File: src/design/apc_pkg.sv
// ----------------------------------------------------------------------------
// apc_pkg
// Shared types and constants of the autoranging prescale counter.
// ----------------------------------------------------------------------------
package apc_pkg;

	localparam int unsigned COUNT_W  = 32;
	localparam int unsigned FACTOR_W = 7;
	localparam int unsigned SW_W     = 3;

	// coarse range comes from count bits above this position
	localparam int unsigned RANGE_SHIFT = 19;
	localparam int unsigned COARSE_W    = COUNT_W - RANGE_SHIFT;

	localparam logic [COARSE_W-1:0] COARSE_LIM_LO = COARSE_W'(2);
	localparam logic [COARSE_W-1:0] COARSE_LIM_MID = COARSE_W'(4);

	// prescale factors
	localparam logic [FACTOR_W-1:0] FACTOR_DIRECT = FACTOR_W'(1);
	localparam logic [FACTOR_W-1:0] FACTOR_LO     = FACTOR_W'(20);
	localparam logic [FACTOR_W-1:0] FACTOR_MID    = FACTOR_W'(40);
	localparam logic [FACTOR_W-1:0] FACTOR_HI     = FACTOR_W'(80);

	// switch line patterns, bit 0 is line 1
	localparam logic [SW_W-1:0] SW_OFF    = 3'b000;
	localparam logic [SW_W-1:0] SW_LO_SEL = 3'b110;
	localparam logic [SW_W-1:0] SW_MID_SEL = 3'b100;
	localparam logic [SW_W-1:0] SW_HI_SEL = 3'b000;

	typedef enum logic {
		PH_RANGING  = 1'b0,
		PH_MEASURING = 1'b1
	} phase_t;

	// one result word before packing
	typedef struct packed {
		logic [COUNT_W-1:0]  frequency;
		logic                frequency_valid;
		logic [FACTOR_W-1:0] prescale_factor;
		logic [SW_W-1:0]     switch_lines;
		logic                next_measuring;
	} result_t;

endpackage

File: src/design/apc_step.sv
// ----------------------------------------------------------------------------
// apc_step
// Phase state, prescale factor and switch lines, plus the result of one count.
// ----------------------------------------------------------------------------
module apc_step (
	input  logic                          clk,
	input  logic                          arst_n,
	input  logic                          en,
	input  logic [apc_pkg::COUNT_W-1:0]   count,
	input  logic                          band,
	output apc_pkg::result_t              res
);

	apc_pkg::phase_t                 phase_q, phase_d;
	logic [apc_pkg::FACTOR_W-1:0]    factor_q, factor_d;
	logic [apc_pkg::SW_W-1:0]        sw_q, sw_d;
	logic [apc_pkg::COARSE_W-1:0]    coarse;
	logic [apc_pkg::COUNT_W-1:0]     prod;

	// state registers
	always_ff @(posedge clk or negedge arst_n) begin
		if (!arst_n) begin
			phase_q  <= apc_pkg::PH_RANGING;
			factor_q <= apc_pkg::FACTOR_DIRECT;
			sw_q     <= apc_pkg::SW_OFF;
		end else if (en) begin
			phase_q  <= phase_d;
			factor_q <= factor_d;
			sw_q     <= sw_d;
		end
	end

	assign coarse = count[apc_pkg::COUNT_W-1:apc_pkg::RANGE_SHIFT];
	// count times current factor, wraps to 32 bits
	assign prod = count * apc_pkg::COUNT_W'(factor_q);

	// next phase, factor, switches and result
	always_comb begin
		phase_d  = phase_q;
		factor_d = factor_q;
		sw_d     = sw_q;
		res.frequency       = '0;
		res.frequency_valid = 1'b0;
		case (phase_q)
			apc_pkg::PH_MEASURING: begin
				res.frequency       = prod;
				res.frequency_valid = 1'b1;
				sw_d                = apc_pkg::SW_OFF;
				if (!band) begin
					factor_d = apc_pkg::FACTOR_DIRECT;
					phase_d  = apc_pkg::PH_MEASURING;
				end else begin
					phase_d  = apc_pkg::PH_RANGING;
				end
			end
			apc_pkg::PH_RANGING: begin
				if (coarse <= apc_pkg::COARSE_LIM_LO) begin
					factor_d = apc_pkg::FACTOR_LO;
					sw_d     = apc_pkg::SW_LO_SEL;
				end else if (coarse <= apc_pkg::COARSE_LIM_MID) begin
					factor_d = apc_pkg::FACTOR_MID;
					sw_d     = apc_pkg::SW_MID_SEL;
				end else begin
					factor_d = apc_pkg::FACTOR_HI;
					sw_d     = apc_pkg::SW_HI_SEL;
				end
				phase_d = apc_pkg::PH_MEASURING;
			end
			default: begin
				phase_d = apc_pkg::PH_RANGING;
			end
		endcase
		res.prescale_factor = factor_d;
		res.switch_lines    = sw_d;
		res.next_measuring  = (phase_d == apc_pkg::PH_MEASURING);
	end

endmodule

File: src/design/autoranging_prescale_counter.sv
// ----------------------------------------------------------------------------
// autoranging_prescale_counter
// Each input word is one gate-period count; the block alternates between a
// ranging step, which picks a prescale factor of 20, 40 or 80 from the count
// and drives the three prescaler switch lines, and a measuring step, which
// reports count times the factor wrapped to 32 bits. In the measuring phase a
// band input of 0 keeps the block measuring with factor 1, a 1 sends it back
// to ranging. One word is taken per clock cycle when the output side keeps
// up; each word passes through the input register, the combinational
// 32 by 7 multiply and the result register before its result is offered.
// While a finished result waits in the result register,
// the input register takes one more word and then holds the input side until
// the result is taken.
// ----------------------------------------------------------------------------
module autoranging_prescale_counter (
	input  logic        clk,
	input  logic        arst_n,
	input  logic        s_axis_tvalid,
	output logic        s_axis_tready,
	// overflow_count[15:0], timer_high_byte[23:16], timer_low_byte[31:24]
	input  logic [31:0] s_axis_tdata,
	// high_band_select[0]
	input  logic        s_axis_tuser,
	output logic        m_axis_tvalid,
	input  logic        m_axis_tready,
	// frequency[31:0], prescale_factor[38:32], switch_one[39], switch_two[40],
	// switch_three[41], next_measuring[42], zero[47:43]
	output logic [47:0] m_axis_tdata,
	// frequency_valid[0]
	output logic        m_axis_tuser
);

	logic                         valid_s1;
	logic [apc_pkg::COUNT_W-1:0]  count_s1;
	logic                         band_s1;
	logic                         advance;
	logic                         out_valid_q;
	apc_pkg::result_t             res;
	apc_pkg::result_t             res_q;

	// word moves from input register to result register
	assign advance       = valid_s1 && (!out_valid_q || m_axis_tready);
	assign s_axis_tready = !valid_s1 || advance;

	// input register control
	always_ff @(posedge clk or negedge arst_n) begin
		if (!arst_n) begin
			valid_s1 <= 1'b0;
		end else if (s_axis_tready) begin
			valid_s1 <= s_axis_tvalid;
		end
	end

	// input register payload, count assembled from the three fields
	always_ff @(posedge clk) begin
		if (s_axis_tvalid && s_axis_tready) begin
			count_s1 <= {s_axis_tdata[15:0], s_axis_tdata[23:16], s_axis_tdata[31:24]};
			band_s1  <= s_axis_tuser;
		end
	end

	apc_step u_step (
		.clk    (clk),
		.arst_n (arst_n),
		.en     (advance),
		.count  (count_s1),
		.band   (band_s1),
		.res    (res)
	);

	// result register control
	always_ff @(posedge clk or negedge arst_n) begin
		if (!arst_n) begin
			out_valid_q <= 1'b0;
		end else if (advance) begin
			out_valid_q <= 1'b1;
		end else if (m_axis_tready) begin
			out_valid_q <= 1'b0;
		end
	end

	// result register payload
	always_ff @(posedge clk) begin
		if (advance) begin
			res_q <= res;
		end
	end

	assign m_axis_tvalid = out_valid_q;
	assign m_axis_tuser  = res_q.frequency_valid;
	assign m_axis_tdata  = {5'd0, res_q.next_measuring, res_q.switch_lines,
		res_q.prescale_factor, res_q.frequency};

endmodule

File: config.mk
export PLATFORM = sky130hd
export DESIGN_NAME = autoranging_prescale_counter
export DESIGN_NICKNAME = d
export VERILOG_FILES = /design/src/design/apc_pkg.sv /design/src/design/apc_step.sv /design/src/design/autoranging_prescale_counter.sv
export SDC_FILE = /design/constraint.sdc
export NUM_CORES = 1
export LEC_CHECK = 0
export ABC_AREA = 1
export ABC_CLOCK_PERIOD_IN_PS = 13600
export BUFFER_PORTS_ARGS = -buffer_cell sky130_fd_sc_hd__buf_2
export CORE_MARGIN = 1.5
export CORE_UTILIZATION = 65
export DETAILED_ROUTE_END_ITERATION = 10
export PLACE_DENSITY = 0.91
export REMOVE_ABC_BUFFERS = 1
export SLEW_MARGIN = 20
export SYNTH_ARGS = -nofsm -noshare
export SYNTH_HDL_FRONTEND = slang
export SYNTH_SLANG_ARGS = --single-unit
File: constraint.sdc
create_clock -name clk -period 13.6 [get_ports clk]
set_input_delay 2.72 -clock clk [delete_from_list [all_inputs] [get_ports clk]]
set_output_delay 2.72 -clock clk [all_outputs]
set_load 0.01 [all_outputs]
# --- After elaboration in Yosys (flattened, before gate mapping) ---
# Index checks and enable logic that the tools add are counted.
totals:
  reg_bits: 87
  inputBits: 37
  elab_cells: 34
  out_inout_bits: 51
op_classes:
  n_lt_le_gt_ge: 2
  n_reduce_logical: 7
  n_mul: 1
  bitwise_logic: 1
  n_mux: 12
ops:
  columns: ["operator", "n"]
  rows:
  - ["32-bit by 7-bit multiplier with 32-bit output", 1]
  - ["7-bit two-way mux", 3]
  - ["7-bit case mux with 2 select lines", 1]
  - ["13-bit by 2-bit less-or-equal comparator with 1-bit output (second input constant)", 1]
  - ["13-bit by 3-bit less-or-equal comparator with 1-bit output (second input constant)", 1]
  - ["3-bit two-way mux", 2]
  - ["3-bit case mux with 2 select lines", 1]
  - ["1-bit two-way mux", 4]
  - ["1-bit logical AND", 2]
  - ["1-bit logical NOT", 2]
  - ["1-bit logical OR", 2]
  - ["1-bit case mux with 2 select lines", 1]
  - ["2-bit nonzero test", 1]
  - ["1-bit inverter", 1]

# --- Longest topological paths before layout ---
depth:
  depth_word: 5
  depth_mapped: 24
  depth_no_buf: 22

# --- Modules after synthesis ---
# Synthesis repeated with hierarchy kept, for this count alone.
unflattened:
  cells_unflattened: 1278
  area_unflattened_um2: 9885.7
modules_own_cells:
  columns: ["mod", "seq_area_each_um2", "instances", "area_per_inst_um2", "cells_each"]
  rows:
  - ["apc_step", 201.4, 1, 7437.1, 1183]
  - ["autoranging_prescale_counter", 2362.3, 1, 2448.6, 95]

# --- Worst setup path before layout ---
# Ideal clock, no wire load.
synth_path:
  path_type: "in2out"
  from: "input port m_axis_tready"
  to: "output port s_axis_tready"
  setup_slack_ns: 7.976
  t_arrival_ns: 2.904
  path_buffers: 0
  cell_stages: 2
  t_required_ns: 10.880
  path_cell_list: "inv_1 -> nand3_1"
synth_via:
  elab_chain_len: 3
synth_rtl:
  columns: ["element", "line_no", "source"]
  rows:
  - ["start: declaration", "autoranging_prescale_counter.sv:25", "input logic m_axis_tready,"]
  - ["1-bit logical OR", "autoranging_prescale_counter.sv:42", "assign advance = valid_s1 && (!out_valid_q || m_axis_tready);"]
  - ["1-bit logical AND", "autoranging_prescale_counter.sv:42", null]
  - ["1-bit logical OR", "autoranging_prescale_counter.sv:43", "assign s_axis_tready = !valid_s1 || advance;"]
  - ["end: declaration", "autoranging_prescale_counter.sv:19", "output logic s_axis_tready,"]
# No other way between the ends.

# --- Final worst setup path ---
# Same ends and word-level chain as after synthesis.

==> flow_summary.ini <==
[run_status]
outcome = completed

[placed_design]
gp_congestion = 0.9255
dp_hpwl_um = 16870
io_buffer_count = 81
dp_worst_setup_slack_ps = 7726

[sta]
whs_ps = 531.4
timing.fmax_mhz = 170.6
skew_ps = 6.785
hold_violations = 0
rsz0062_at_grt = no
setup_tns_ps = 0
worst_pin_slew_ps = 984.8
fin_crit_sh = 0.4310
min_period_ps = 5862
max-slew-margin-rel = 0.3425
setup_viol = 0
slew_viol_final = 0
fin_ws_ps = 7738

[clocking]
clk_latency_ps = 360
cts_setup_buffers = 0
cts_sinks = 86
cts_buffers = 9
htreeDepth = 3
root_buffer = clkbuf_16
cts_hold_buffers = 0
clockBufferDepth = 2
cts_resized = 0
clk_pin_slew_ps = 70
tritoncts = done

[finish]
antennaDiodeCount = 0
layout-drive-gt1-share = 0.1232
n_fill_cell = 1061
final_util = 0.7291
fin_nets = 1533
layout_commonest_cell = nand2_1
syn_to_final_growth_pct = 8.294
final_cell_mix = 379 x nand2_1, 345 x inv_1, 132 x fa_1

[job]
cap_violations = 0

[global_route]
top_usage_layer = met2
use_met3 = 0.05103
grt_max_degree = 48
grtUsageMet1 = 0.3873
grt_pass1_vias = 8365
antenna_found_initial = 0
grt_pass1_wl_um = 38850
overflow = 0
grt_util_met2 = 0.5342
grt_usage = 0.3092

[floorplan]
ios = 88
die_h_um = 126.4
die_area_mm2 = 0.01597
die_w_um = 126.4
std_cell_rows = 44
start_util = 0.6732
core_area_mm2 = 0.01470

[synthesis]
netlist_instances = 1264
synth_warnings = 0
synth-seq-cells = 86
syn-cell-area_mm2 = 0.009896
avgSynthCellArea_um2 = 7.829
ys_types = 39
synth-seq-area-share = 0.2560

[routing]
vias = 8191
drc_errors = 0
drt-initial-drc-count = 846
drt_first_pass_iters = 6
ant_nets = 0
vias_per_cell = 5.407
wirelength_um = 22740
routedWlPerCell_um = 15.01

[worst_setup_path]
path_class = primary input to primary output
rr_worst_depth = 17
reg2reg_slack_ps = 8660
worstPathRequired_ps = 10880
critPathMaxFanout = 3
start_kind = primary input
cp-end-kind = primary output
arrival_ps = 3140

[power_and_ir_drop]
p_leak_nw = 6.510
finalPower_mw = 1.821
ir_worst_vdd_mv = 0.09176
p_per_area_mw_per_mm2 = 169.9

[min_path]
holdPathStages = 2
holdCritPathClass = flip-flop to flip-flop
## Yosys cell counts (all sizes together)
cell | n | area (µm²)
dfstp | 1 | 26.28
conb | 1 | 3.750
o21bai | 2 | 15.01
edfxtp | 76 | 2282
a21boi | 1 | 7.510
o22ai | 2 | 12.51
fa | 132 | 2643
and2 | 1 | 8.760
buf | 16 | 92.59
a21oi | 49 | 279.0
nand3 | 29 | 172.7
clkinv | 1 | 3.750
nand3b | 4 | 30.03
nand2 | 401 | 1585
o21ai | 33 | 165.2
dfrtp | 9 | 225.2
clkbuf | 24 | 90.09
ha | 38 | 475.5
nor4 | 1 | 12.51
nor3 | 3 | 36.29
o21a | 3 | 22.52
inv | 354 | 1329
xnor2 | 1 | 8.760
nor2 | 78 | 344.1
nand4 | 4 | 25.02
## worst max-delay path, cell delays in order
cell,delay (ps)
buf_2,100
inv_1,60
nand3_1,110
buf_2,160
## layout make-up
class | instances | area [µm²] | share of cell area
clock buffer | 11 | 264.0 | 0.02464
clock inverter | 5 | 43.79 | 0.004086
inverter | 355 | 1333 | 0.1243
multi-input combinational | 788 | 5866 | 0.5473
sequential | 86 | 2537 | 0.2368
tap | 184 | 230.2 | 0.02148
timing repair buffer | 86 | 442.9 | 0.04133
## state kept, by name (all words and copies together) (netlist names)
name	cells
band_s1	1
count_s1	32
m_axis_tdata	42
m_axis_tuser	1
m_axis_tvalid	1
u_step.factor_q	7
u_step.phase_q	1
valid_s1	1
## stage by stage
step	instance area (µm²)	cells
after floorplan	9732	1229
after CTS	10710	1515
after global routing	10720	1515
final	10720	1515
after global placement	10410	1499
after detailed placement	10410	1499
## logic make-up after synthesis
family                   share of synthesized area
AO/OA/AOI/OAI                              0.05070
flip-flops                                  0.2560
adder cells (fa/ha/maj)                     0.3151
other                                    0.0003790
AND/OR/NAND/NOR                             0.2238
buffers and inverters                       0.1531
XOR/XNOR                                 0.0008852
## worst paths after layout
| kind | from | end |
|---|---|---|
| max reg2reg | u_step.factor_q[5]$_DFFE_PN0P_ | m_axis_tdata[26]$_SDFFCE_PN0P_ |
| max | m_axis_tready | s_axis_tready |
| min in group asynchronous | arst_n | u_step.factor_q[2]$_DFFE_PN0P_ |
| max in group asynchronous | arst_n | u_step.factor_q[0]$_DFFE_PN1P_ |
| min reg2reg | m_axis_tvalid$_DFFE_PN0P_ | m_axis_tvalid$_DFFE_PN0P_ |
| min | m_axis_tvalid$_DFFE_PN0P_ | m_axis_tvalid$_DFFE_PN0P_ |
## report_power, final
group / internal [mW] / switching [mW] / leakage [nW]
registers: 0.375 / 0.0829 / 0.865
logic: 0.382 / 0.721 / 5.49
clock network: 0.143 / 0.116 / 0.155
total: 0.901 / 0.920 / 6.51
## metal layers
layer | vias to the layer above | part of all wire
met5 | - | 0
met4 | 0 | 0.038
met3 | 78 | 0.091
met2 | 448 | 0.49
met1 | 3874 | 0.38
li1 | 3791 | -
Note: power is estimated with default switching activity, not from simulation.
